==> src/hdl/fpc_pkg.sv <==
// ----------------------------------------------------------------------------
// fpc_pkg
// Shared widths, types and constants for the frustum point cull pipeline.
// ----------------------------------------------------------------------------
package fpc_pkg;

  // Coordinate width, signed Q16.8 by default (legal range 16..32)
  localparam int COORD_W    = 24;

  // Configuration register file
  localparam int NUM_REGS   = 8;
  localparam int REG_W      = 32;
  localparam int REG_SEL_W  = $clog2(NUM_REGS);
  localparam int CFG_IDX_W  = REG_SEL_W + 1;

  // Matrix element (Q8.8) and plane coefficient (Q9.8)
  localparam int ELEM_W     = 16;
  localparam int COEF_W     = ELEM_W + 1;
  localparam int FRAC_SHIFT = 8;

  localparam int NUM_PLANES = 6;
  localparam int NUM_AXES   = 3;
  localparam int NUM_COLS   = NUM_AXES + 1;

  // Exact product and four-term sum widths
  localparam int PROD_W     = COEF_W + COORD_W;
  localparam int SUM_W      = PROD_W + 2;

  typedef logic signed [COORD_W-1:0]  coord_t;
  typedef logic        [REG_W-1:0]    cfg_reg_t;
  typedef logic        [CFG_IDX_W-1:0] cfg_idx_t;
  typedef logic signed [ELEM_W-1:0]   elem_t;
  typedef logic signed [COEF_W-1:0]   coef_t;
  typedef logic signed [PROD_W-1:0]   prod_t;
  typedef logic signed [SUM_W-1:0]    sum_t;
  typedef logic        [NUM_PLANES-1:0] pass_t;

  // Pipeline advance enables, one per register stage
  typedef struct packed {
    logic s1;
    logic s2;
    logic s3;
    logic s4;
  } stage_en_t;

endpackage

==> src/hdl/fpc_add.sv <==
// ----------------------------------------------------------------------------
// fpc_add
// First add stage: two partial sums per plane (x+y terms, z+offset terms).
// ----------------------------------------------------------------------------
module fpc_add (
  input  logic           clk_i,
  input  logic           rst_ni,
  input  logic           en_i,
  input  logic           valid_i,
  input  fpc_pkg::prod_t prod_i  [fpc_pkg::NUM_PLANES][fpc_pkg::NUM_AXES],
  input  fpc_pkg::coef_t dcoef_i [fpc_pkg::NUM_PLANES],
  output logic           valid_o,
  output fpc_pkg::sum_t  psum_a_o [fpc_pkg::NUM_PLANES],
  output fpc_pkg::sum_t  psum_b_o [fpc_pkg::NUM_PLANES]
);

  logic          valid_q;
  fpc_pkg::sum_t psum_a_q [fpc_pkg::NUM_PLANES];
  fpc_pkg::sum_t psum_b_q [fpc_pkg::NUM_PLANES];

  always_ff @(posedge clk_i or negedge rst_ni) begin
    if (!rst_ni) begin
      valid_q <= 1'b0;
    end else if (en_i) begin
      valid_q <= valid_i;
    end
  end

  // D is Q9.8, products carry 16 fraction bits: align D by 8
  always_ff @(posedge clk_i) begin
    if (en_i) begin
      for (int p = 0; p < fpc_pkg::NUM_PLANES; p++) begin
        psum_a_q[p] <= fpc_pkg::sum_t'(prod_i[p][0]) + fpc_pkg::sum_t'(prod_i[p][1]);
        psum_b_q[p] <= fpc_pkg::sum_t'(prod_i[p][2]) +
                       (fpc_pkg::sum_t'(dcoef_i[p]) <<< fpc_pkg::FRAC_SHIFT);
      end
    end
  end

  assign valid_o  = valid_q;
  assign psum_a_o = psum_a_q;
  assign psum_b_o = psum_b_q;

endmodule

==> config.mk <==
export PLATFORM = sky130hd
export DESIGN_NAME = fpc_add
export DESIGN_NICKNAME = d
export VERILOG_FILES = /design/src/hdl/fpc_pkg.sv /design/src/hdl/fpc_add.sv
export SDC_FILE = /design/constraint.sdc
export NUM_CORES = 1
export LEC_CHECK = 0
export BUFFER_PORTS_ARGS = -buffer_cell sky130_fd_sc_hd__buf_4
export CORE_AREA = 5 5 535 537
export CTS_CLUSTER_SIZE = 16
export DETAILED_ROUTE_END_ITERATION = 8
export DIE_AREA = 0 0 540 542
export SLEW_MARGIN = 5
export SYNTH_ARGS = -nofsm -noshare
export SYNTH_HDL_FRONTEND = slang
export SYNTH_SLANG_ARGS = --single-unit
==> constraint.sdc <==
create_clock -name clk_i -period 0.9 [get_ports clk_i]
set_input_delay 0.135 -clock clk_i [delete_from_list [all_inputs] [get_ports clk_i]]
set_output_delay 0.135 -clock clk_i [all_outputs]
set_load 0.1 [all_outputs]
Word-level counts from Yosys, hierarchy flattened:

Cells that the tools add are included.

* bits of input ports: 844
* bits in registers: 517

* add/subtract/negate cells: 12

Operators by type and width (number)
* 41-bit by 25-bit adder with 42-bit output: 6
* 41-bit by 41-bit adder with 42-bit output: 6

Longest topological paths before layout:

* word-level depth: 1
* depth in mapped cells: 13
* gate-level depth less buffers: 13

Worst setup path after synthesis:

No wires, ideal clock.

* path kind: input -> register
* start point: in prod_i[8] in the netlist's numbering
* end point: reg psum_b_q (netlist bit psum_b_o[38]) (data pin)
* data required time: 0.641 ns
* cell stages on the path: 13
* library setup time: 0.259 ns
* slack: -1.844 ns
* path buffers: 0
* arrival: 2.485 ns
* cell sequence: ha_1 > inv_1 > fa_1 > nor2b_1 > o21a_1 > o21ai_0 > a21oi_1 > a31o_2 > a21oi_1 > a311o_1 > o21ai_0 > a41oi_1 > xnor2_1

* longest elaborated chain between the ends: 1

Ends and longest elaborated chain
* from (decl): RTL line fpc_add.sv:10 `input fpc_pkg::prod_t prod_i [fpc_pkg::NUM_PLANES][fpc_pkg::NUM_AXES],`
* 41-bit by 25-bit adder with 42-bit output: RTL line fpc_add.sv:34 `psum_b_q[p] <= fpc_pkg::sum_t'(prod_i[p][2]) +`
* to (signal, indexed assignment): RTL line fpc_add.sv:34
* to (decl): RTL line fpc_add.sv:19 `fpc_pkg::sum_t psum_b_q [fpc_pkg::NUM_PLANES];`

No other way between the ends.
A chain may end at the register's enable or synchronous reset.

Worst setup path after layout:

* start point: in prod_i[623] in the netlist's numbering
* end point: reg psum_b_q (netlist bit psum_b_o[255]) (data pin)

The elaborated chain is that of the path after synthesis.

==> run metrics <==
row count between 150 and 200; Power Density between 1500 and 2000 mW/mm^2; GRT Resource Usage Total 0.159; max incr delay on CP 0.35 ns; Leakage between 30 and 40 nW; Tmin final approximately 2.3 ns; Residual DRC 0; IO buf count approximately 1400; internal power a little over 80 mW; Buf/Inv on CP 4; IR drop worst, VDD around 0.0016 V; Die Y-Extent about 540 um; Final Slew Violations 0; final-layout fill cell count roughly 29000; synthesized cell area a little under 0.04 sq mm; Worst EP required approximately 1.4 ns; Worst-Margin Slew 0.530 ns; commonest non-fill, non-tap cell in the layout buf_4; via/cell ratio just over 4; hold path endpoint psum_b_o[124]; Max-Slew Margin vs Limit 0.644; dominant synthesized flop cell edfxtp_1; CP Capture Type flip-flop; HP Start prod_i[284]; routability cong. between 0.9 and 1; initial antenna violation count 35; cts bufs inserted between 70 and 80; Initial Utilization 0.137; synth top area cells edfxtp_1 (39%), ha_1 (14%), xnor2_1 (6.2%), a21oi_1 (5.6%), a21o_1 (4.8%); asr flop ratio synth 0.00198; arrival time at the worst endpoint about 2.8 ns; Sequential Area between 0.015 and 0.02 sq mm; vias in the first global route ~47000; 1st-iter DRT viols around 2500; H-tree depth 3; clock sink total about 510; clock latency on the worst-skew pair between 0.7 and 0.8 ns; final non-filler cell area ~0.080 sq mm; IO Pins roughly 1400; FF-to-FF setup slack around 0.10 ns; area of the multi-input gates ~0.028 sq mm; Final nets around 8400; Antenna Nets Post-Route 0; clock skew 0 ns; layout cells sized above 1 0.525; R2R depth 1; wire per inst 22.7 um; Syn Nets just over 5000; die area 0.293 sq mm; switching power 65.1 mW; EDFF count, synth 504; hold depth 4; Cell Chain, Critical Path buf_6 -> ha_4 -> inv_2 -> fa_2 -> nor2b_4 -> o31a_1 -> o21a_1 -> nor3_4 -> buf_12 -> buf_6 -> nor2_2 -> o21a_1 -> o21ba_1 -> or3b_1 -> a31oi_1 -> xnor2_1; largest net degree at the start of global routing 32; drt pass-1 iters 5; Root Buffer clkbuf_16; Setup-failing EPs final 1061; TritonCTS clock tree built; critical path peak fanout 2; Syn Area/Cell between 10 and 15 sq um; final wirelength 247000 um; final hold vios 31; Area Growth Syn to Fin 109%; clock transition at the registers of the reported paths ~0.060 ns; clock network power share 0.220; failing checks hold timing, setup timing; critical path launch point type primary input; Die Wd between 500 and 600 um; Finished Layout Cells ~11000; Top delay family on crit path compound AO/OA/AOI/OAI gates; Yosys top cell area share 0.393; first-pass GRT wire length roughly 340000 um; Synth cell types 97; core area approximately 0.28 sq mm; Fin Hold WS -0.0598 ns; FF-to-FF Start valid_o; RSZ-0062 raised after global routing yes; critical path type in -> reg; Sequential Power Share 0.232; DP Cell Count between 10000 and 15000; placed inst area just under 0.07 sq mm; Detailed Place HPWL between 200000 and 250000 um; most frequent cells in the layout buf_4 (2231), edfxtp_1 (504), buf_6 (440); vias roughly 45000; Final Cycle Share 2.57; worst min path class in -> reg; CP max stage cell or3b_1; grt total ovfl 0; max cap viols 0; worst r2r dst valid_o; part of the power in combinational logic 0.548; highest clock rate approximately 0.43 GHz; area leader, netlist edfxtp_1; FF+latch count, synth ~500; Post-Synthesis Cells 3835; register area share after synthesis 0.394; overall power ~150 mW; final setup margin -1.41 ns; Ys Warns 0; Switching Share 0.446; maximum clock path buffer count 4; status complete, but fails checks
flip-flops by register name, indices dropped and copies added, names as in the netlist:
register,cells
psum_a_o,252
psum_b_o,252
valid_o,1
per-layer routing:
metal	global-route usage	part of all wire	vias up
li1	-	-	21000
met1	0.185	0.40	21900
met2	0.276	0.48	1688
met3	0.0519	0.084	296
met4	0.0503	0.036	12
met5	0	0.00025	-
repair_timing:
| item | CTS | global route |
|---|---|---|
| resized for setup | 356 | 806 |
| setup endpoints to repair | 900 | 1044 |
| hold buffers | 375 | 8 |
| hold endpoints to repair | 470 | 97 |
| buffers inserted | 83 | 93 |
| pin swaps | 199 | 336 |
tightest hold or removal path: stages:
cell and delay [ns]:
buf_4 0.09, ha_1 0.14, buf_4 0.13, xnor2_1 0.11
power by group through the flow:
stage	logic (mW)	registers, mW	clock network [mW]
after detailed placement	71.4	33.7	0
after global routing	83.6	34.1	34.4
after floorplan	16.5	58.1	0
after global placement	71.2	33.8	0
final	80.0	33.9	32.2
after CTS	76.0	33.5	33.5
synthesized netlist by cell type (all sizes together), types with 20 or more instances:
cell type,n
nor2,222
xnor2,271
a31oi,41
and3,36
ha,444
nand3,105
o31ai,20
o21bai,74
xor2,114
clkbuf,72
a21oi,433
buf,23
nand2,227
a21o,247
nor3,60
nor2b,72
o21a,67
nand2b,67
o211ai,23
o21ai,210
edfxtp,504
nand4,60
inv,157
a211oi,33
logic make-up after synthesis:
family | after synthesis | share of synthesized area
multiplexers | 3 | 0.000813
adder cells (fa/ha/maj) | 456 | 0.151
XOR/XNOR | 385 | 0.0876
buffers and inverters | 252 | 0.0261
AND/OR/NAND/NOR | 934 | 0.120
AO/OA/AOI/OAI | 1300 | 0.221
flip-flops | 505 | 0.394
how the worst max path moves through the flow:
stage | from | slack [ns] | endpoint | cells past startpoint
after detailed placement | prod_i[623] | -2.75 | psum_b_o[255] | 16
after global placement | prod_i[623] | -2.80 | psum_b_o[255] | 16
after CTS | prod_i[623] | -1.38 | psum_b_o[255] | 16
after global routing | dcoef_i[85] | -1.47 | psum_b_o[255] | 16
final | prod_i[623] | -1.41 | psum_b_o[255] | 16
after floorplan | prod_i[287] | -1.67 | psum_a_o[122] | 13
final cells by class:
type                    instances  area share
clock inverters                48     0.00726
multi-input cells            3078       0.344
clock buffers                  88      0.0250
flip-flops and latches        505       0.188
repair buffers               3276       0.370
diodes                         17    0.000529
well taps                    3743      0.0582
inverters                     157     0.00732
per-stage QoR:
stage               TNS [ns]  utilization  setup slack, ns
global placement     -782.75        0.240            -2.80
global route         -703.82        0.286            -1.47
floorplan            -483.25            -            -1.67
CTS                  -704.20        0.272            -1.38
finish               -660.17        0.286            -1.41
detailed placement   -780.98        0.240            -2.75
No activity file was read; power rests on OpenSTA's default activity.
