## src/hdl/fpc_pkg.sv

```systemverilog
// ----------------------------------------------------------------------------
// fpc_pkg
// Shared widths, types and constants for the frustum point cull pipeline.
// ----------------------------------------------------------------------------
package fpc_pkg;

  // Coordinate width, signed Q16.8 by default (legal range 16..32)
  localparam int COORD_W    = 24;

  // Configuration register file
  localparam int NUM_REGS   = 8;
  localparam int REG_W      = 32;
  localparam int REG_SEL_W  = $clog2(NUM_REGS);
  localparam int CFG_IDX_W  = REG_SEL_W + 1;

  // Matrix element (Q8.8) and plane coefficient (Q9.8)
  localparam int ELEM_W     = 16;
  localparam int COEF_W     = ELEM_W + 1;
  localparam int FRAC_SHIFT = 8;

  localparam int NUM_PLANES = 6;
  localparam int NUM_AXES   = 3;
  localparam int NUM_COLS   = NUM_AXES + 1;

  // Exact product and four-term sum widths
  localparam int PROD_W     = COEF_W + COORD_W;
  localparam int SUM_W      = PROD_W + 2;

  typedef logic signed [COORD_W-1:0]  coord_t;
  typedef logic        [REG_W-1:0]    cfg_reg_t;
  typedef logic        [CFG_IDX_W-1:0] cfg_idx_t;
  typedef logic signed [ELEM_W-1:0]   elem_t;
  typedef logic signed [COEF_W-1:0]   coef_t;
  typedef logic signed [PROD_W-1:0]   prod_t;
  typedef logic signed [SUM_W-1:0]    sum_t;
  typedef logic        [NUM_PLANES-1:0] pass_t;

  // Pipeline advance enables, one per register stage
  typedef struct packed {
    logic s1;
    logic s2;
    logic s3;
    logic s4;
  } stage_en_t;

endpackage

```

## src/hdl/fpc_cfg.sv

```systemverilog
// ----------------------------------------------------------------------------
// fpc_cfg
// Matrix register file and registered plane coefficients.
// ----------------------------------------------------------------------------
module fpc_cfg (
  input  logic                clk_i,
  input  logic                rst_ni,
  input  logic                cfg_valid_i,
  input  fpc_pkg::cfg_idx_t   cfg_index_i,
  input  fpc_pkg::cfg_reg_t   cfg_data_i,
  output fpc_pkg::coef_t      coef_o [fpc_pkg::NUM_PLANES][fpc_pkg::NUM_COLS]
);

  fpc_pkg::cfg_reg_t cfg_q  [fpc_pkg::NUM_REGS];
  fpc_pkg::coef_t    coef_d [fpc_pkg::NUM_PLANES][fpc_pkg::NUM_COLS];
  fpc_pkg::coef_t    coef_q [fpc_pkg::NUM_PLANES][fpc_pkg::NUM_COLS];
  logic              wr_en;

  // indexes past the register file are dropped
  assign wr_en = cfg_valid_i &&
                 (cfg_index_i < fpc_pkg::cfg_idx_t'(fpc_pkg::NUM_REGS));

  always_ff @(posedge clk_i or negedge rst_ni) begin
    if (!rst_ni) begin
      for (int r = 0; r < fpc_pkg::NUM_REGS; r++) begin
        cfg_q[r] <= '0;
      end
    end else if (wr_en) begin
      cfg_q[cfg_index_i[fpc_pkg::REG_SEL_W-1:0]] <= cfg_data_i;
    end
  end

  // plane p: row 3 plus (even p) or minus (odd p) row p/2
  for (genvar p = 0; p < fpc_pkg::NUM_PLANES; p++) begin : g_plane
    localparam int  ROW   = p / 2;
    localparam int  SEL   = ROW / 2;
    localparam int  HOFS  = (ROW % 2) * fpc_pkg::ELEM_W;
    localparam bit  MINUS = (p % 2) == 1;
    for (genvar c = 0; c < fpc_pkg::NUM_COLS; c++) begin : g_col
      fpc_pkg::elem_t e3;
      fpc_pkg::elem_t er;
      assign e3 = cfg_q[c*2 + 1][fpc_pkg::REG_W-1 -: fpc_pkg::ELEM_W];
      assign er = cfg_q[c*2 + SEL][HOFS +: fpc_pkg::ELEM_W];
      assign coef_d[p][c] = MINUS ? fpc_pkg::coef_t'(e3) - fpc_pkg::coef_t'(er)
                                  : fpc_pkg::coef_t'(e3) + fpc_pkg::coef_t'(er);
    end
  end

  always_ff @(posedge clk_i or negedge rst_ni) begin
    if (!rst_ni) begin
      for (int p = 0; p < fpc_pkg::NUM_PLANES; p++) begin
        for (int c = 0; c < fpc_pkg::NUM_COLS; c++) begin
          coef_q[p][c] <= '0;
        end
      end
    end else begin
      coef_q <= coef_d;
    end
  end

  assign coef_o = coef_q;

endmodule

```

## config.mk

```make
export PLATFORM = sky130hd
export DESIGN_NAME = fpc_cfg
export DESIGN_NICKNAME = d
export VERILOG_FILES = /design/src/hdl/fpc_pkg.sv /design/src/hdl/fpc_cfg.sv
export SDC_FILE = /design/constraint.sdc
export NUM_CORES = 1
export LEC_CHECK = 0
export BUFFER_PORTS_ARGS = -buffer_cell sky130_fd_sc_hd__buf_2
export CAP_MARGIN = 20
export CORE_MARGIN = 10
export CORE_UTILIZATION = 55
export CTS_CLUSTER_SIZE = 12
export DETAILED_ROUTE_END_ITERATION = 7
export PLACE_DENSITY = 0.83
export SYNTH_ARGS = -nofsm -noshare
export SYNTH_HDL_FRONTEND = slang
export SYNTH_SLANG_ARGS = --single-unit
```

## constraint.sdc

```tcl
create_clock -name clk_i -period 3.5 [get_ports clk_i]
set_input_delay 0.35 -clock clk_i [delete_from_list [all_inputs] [get_ports clk_i]]
set_output_delay 0.35 -clock clk_i [all_outputs]
set_load 0.005 [all_outputs]
```

======== Word level (Yosys, flattened, before mapping) ========
Index checks and enable logic that the tools add are counted.
word-level totals
  register bits ........................... 664
  input port bits ......................... 39
  output and inout bits ................... 408
  logic and storage cells ................. 65
operators by class
  add/sub/neg operators ................... 24
  order comparisons ....................... 3
  muxes and demuxes ....................... 3
  bitwise logic cells ..................... 1
  reduce and logical (&&, ||, !) cells .... 2
operators by type and width
  kind                                                                          number
  256-bit bitwise mux                                                           1
  16-bit by 16-bit adder with 17-bit output                                     12
  16-bit by 16-bit subtractor with 17-bit output                                12
  32-bit demux with 3-bit select                                                1
  32-bit two-way mux                                                            1
  4-bit >= comparator, second input constant                                    1
  4-bit by 1-bit less-than comparator with 1-bit output, second input constant  1
  4-bit less-than comparator, second input constant                             1
  3-bit NOT with 4-bit output                                                   1
  1-bit logical AND                                                             2

======== Longest topological paths before layout ========
  depth after elaboration ................. 6
  depth in mapped cells ................... 10
  mapped depth without buffers ............ 10

======== Least setup slack after synthesis ========
OpenSTA, ideal clock, no wires.
  path type ............................... register to register
  start ................................... reg cfg_q[209] (netlist bit)
  end ..................................... reg coef_q (netlist bit coef_o[339])
  arrival time ............................ 2.385 ns
  slack ................................... 0.989 ns
  stages on the path, launching flop included .. 10
  buffers on the path ..................... 0
  clock period less this slack ............ 2.511 ns
  path through ............................ dfrtp_1 -> inv_1 -> fa_1 -> nand2b_1 -> a21boi_0 -> o21ai_0 -> a211oi_1 -> nor4_1 -> nor4b_1 -> o41ai_1
RTL lines
  item                               RTL line       RTL
  from (decl)                        fpc_cfg.sv:14  fpc_pkg::cfg_reg_t cfg_q [fpc_pkg::NUM_REGS];
  from (signal, indexed assignment)  fpc_cfg.sv:29  cfg_q[cfg_index_i[fpc_pkg::REG_SEL_W-1:0]] <= cfg_data_i;
  to (signal assigned)               fpc_cfg.sv:57  coef_q <= coef_d;
  to (decl)                          fpc_cfg.sv:16  fpc_pkg::coef_t coef_q [fpc_pkg::NUM_PLANES][fpc_pkg::NUM_COLS];

==> metrics.md <==
| Metric | Value |
|---|---|
| Number of buffer cells added on primary ports | `around 450` |
| Period utilisation layout | `0.905` |
| Number of stages on the worst hold path | `3` |
| Data arrival time of the critical path | `3650 ps` |
| Starting Density | `0.555` |
| Number of detailed-routing iterations run before antenna repair | `6` |
| Mean routed wirelength per cell | `22.1 um` |
| Count of flip-flops with a built-in enable after synthesis | `0` |
| Sequential-to-total area share from yosys stat | `0.429` |
| Worst Setup Path Type | `flip-flop to flip-flop` |
| Multi-input gate area | `19600 um2` |
| Total power per unit cell area | `921 nW/um2` |
| Startpoint of the worst register-to-register path | `cfg_q[81]` |
| Number of antenna violations at the first check in global routing | `12` |
| GR Util All Layers | `0.277` |
| Amount of wire on met2 after detailed routing | `54000 um` |
| Net Count, Synth | `4255` |
| Yosys warning count | `0` |
| Aggregate negative setup slack | `0 ps` |
| Clock-pin transition on the worst setup and hold timing paths | `60 ps` |
| DRT antenna net count | `0` |
| Count of boundary I/O pins | `447` |
| Critical Path Fanout Max | `10` |
| Maximum operating frequency | `316 MHz` |
| Classification of the worst-slack hold path | `primary input to flip-flop` |
| Worst-case clock buffer depth | `3` |
| Final non-filler cell total | `5181` |
| Hold violation total from the final report | `0` |
| Most frequently used flop master after synthesis | `dfrtp_1` |
| Post-CTS setup buffer count | `0` |
| Iter 0 DRT Violations | `2750` |
| Total number of clock tree sinks | `between 600 and 700` |
| Global placer's final weighted congestion | `0.951` |
| Met3 WL post-DR | `8510 um` |
| Max Clock Skew | `25.7 ps` |
| Count of cell types in the netlist | `83` |
| Clock tree root buffer cell | `clkbuf_16` |
| Syn avg cell area | `9.99 um2` |
| Highest metal layer with signal wires | `met5` |
| Capturing element type of the critical path | `flip-flop` |
| Fraction of layout cells with a size suffix above 1 | `0.191` |
| Setup repair after global routing missed its margin | `no` |
| Hold Crit Start | `cfg_data_i[28]` |
| Detail-routed via count per cell | `approximately 5.8` |
| DRC violations left | `0` |
| Y dimension of the die | `283 um` |
| Synthesized instance count | `3808` |
| Slew of the pin with the lowest slew margin | `910 ps` |
| Via count | `29800` |
| PnR worst setup slack | `around 330 ps` |
| Maximum vdd drop | `approximately 0.00056 V` |
| Count of placed standard cells including taps | `5050` |
| Flip-flop and latch count after synthesis | `652` |
| Commonest cells after routing, fill and taps aside | `652 x dfrtp_1, 445 x buf_2, 384 x ha_1, 372 x inv_1, 284 x a21oi_1` |
| Placeable core region | `68600 um2` |
| Type of origin of the critical path | `flip-flop` |
| Total wire length after detailed routing | `~110000 um` |
| Aggregate global routing overflow | `0` |
| Worst setup timing slack at the placement stage | `464 ps` |
| Global-route wire length before repair | `175000 um` |
| # rows | `96` |
| Total of fill cells in the finished design | `5499` |
| Number of nets in the layout | `4643` |
| Max Cap Viol | `0` |
| Number of global-route vias before repair | `29600` |
| R2R cell count | `9` |
| Largest net degree at the start of global routing | `100` |
| Die Wd | `283 um` |
| Post-synth design cell area | `between 30000 and 40000 um2` |
| Setup slack of the most critical reg-to-reg path | `approximately 330 ps` |
| Fraction of registers with async set or reset after synthesis | `1.00` |
| Min cycle time layout | `3170 ps` |
| Headroom to the max-slew limit | `0.393` |
| Commonest non-fill, non-tap cell in the layout | `dfrtp_1` |
| Run status | `finished, final reports clean` |
| Cts bufs inserted | `74` |
| Footprint of the flip-flops and latches | `~16000 um2` |
| Post-route met1 wirelength | `47400 um` |
| Total Die Area | `approximately 80000 um2` |
| Depth of the CTS H-tree | `3` |
| Final HPWL from detailed placement | `84100 um` |
| Data required time at the worst endpoint | `between 3000 and 4000 ps` |
| Final Setup Violations | `0` |
| Fraction of the core area covered by cells at the end of the flow | `0.636` |
| Static Leakage | `20.6 nW` |
| Max-slew violation count | `0` |
| Signed area change from the synthesized netlist to the final layout | `14.7%` |
| Skew-Pair Late Insertion Delay | `roughly 610 ps` |
| WHS Endpoint | `cfg_q[60]` |
| Terminus of the critical flop-to-flop path | `coef_o[33]` |
| TritonCTS clock tree | `done` |
how the worst max path moves through the flow:
stage	depth (start not counted)	slack [ps]	startpoint	endpoint
floorplan	9	990	cfg_q[209]	coef_o[339]
global placement	9	610	cfg_q[145]	coef_o[186]
CTS	9	450	cfg_q[145]	coef_o[186]
global route	9	170	cfg_q[81]	coef_o[33]
finish	9	330	cfg_q[81]	coef_o[33]
detailed placement	9	460	cfg_q[145]	coef_o[186]
final cells by class:
class / count / share of cell area
multi-input cells: 2611 / 0.449
flip-flops and latches: 652 / 0.374
repair buffers: 482 / 0.0599
clock buffers: 99 / 0.0481
inverters: 375 / 0.0323
well taps: 931 / 0.0267
clock inverters: 26 / 0.00932
diodes: 5 / 0.000287
cell families (layout without fill, tap and decap cells):
| logic type | after synthesis | after routing | synth area share |
|---|---|---|---|
| muxes | 183 | 183 | 0.0540 |
| xor gates and xnor gates | 294 | 294 | 0.0677 |
| buffers and inverters | 545 | 982 | 0.0561 |
| adders and majority gates | 408 | 408 | 0.139 |
| AOI/OAI and AO/OA | 900 | 900 | 0.150 |
| DFF | 652 | 652 | 0.429 |
| other | 0 | 5 | 0 |
| and+or+nand+nor | 826 | 826 | 0.105 |
power breakdown:
part / internal (mW) / total (mW) / switching [mW]
clock network: 4.93 / 8.10 / 3.16
registers: 10.7 / 12.4 / 1.74
logic: 8.09 / 19.6 / 11.5
total: 23.7 / 40.2 / 16.4
routing by layer:
metal / vias up / track usage
met1: 14500 / 0.359
met3: 243 / 0.0476
met4: 2 / 0.114
li1: 13800 / -
met5: - / 0
met2: 1218 / 0.456
critical path: stages (launching register included):
cell and delay (ps):
dfrtp_1 640, inv_1 230, fa_1 480, nand2b_1 160
a21boi_0 350, o211ai_1 160, a311oi_1 450, o211ai_1 230
a21oi_1 230, o22ai_1 110
flip-flops by register name, summed over array words and instances, names as in the netlist:
signal / count
coef_o: 396
cfg_q: 256
per-stage QoR:
stage	power (mW)	instance area (um2)	hold WS (ps)
after global placement	31.6	41100	481
after CTS	40.2	43600	146
final	40.2	43600	176
after detailed placement	31.8	41100	486
after floorplan	24.5	38000	54.4
after global routing	42.7	43600	173
synthesized netlist by cell type, types with 15 or more instances:
cell type	instances	share of area
dfrtp_1	652	0.43
ha_1	384	0.13
inv_1	372	0.037
a21oi_1	284	0.037
nor2_1	271	0.027
xnor2_1	244	0.056
o21ai_0	228	0.030
nand2_1	179	0.018
mux2_2	177	0.052
clkbuf_1	121	0.012
nor3_1	86	0.011
nand2b_1	61	0.010
o21bai_1	58	0.011
xor2_1	50	0.012
nor2b_1	49	0.0081
a21o_1	40	0.0079
nand3_1	37	0.0049
a211oi_1	36	0.0071
or3_1	27	0.0044
a31oi_1	25	0.0041
nor4_1	25	0.0041
fa_1	24	0.013
o21a_1	24	0.0047
o31ai_1	22	0.0043
o31a_1	21	0.0048
buf_2	20	0.0026
nand4_1	17	0.0028
or4_1	16	0.0032
nor3b_1	15	0.0030
repair_timing:
action | 4_1_cts | 5_1_grt
endpoints found under the hold margin | 77 | 0
resized for setup | 0 | 0
hold buffers | 1 | 0
No activity file was read; power rests on OpenSTA's default activity.
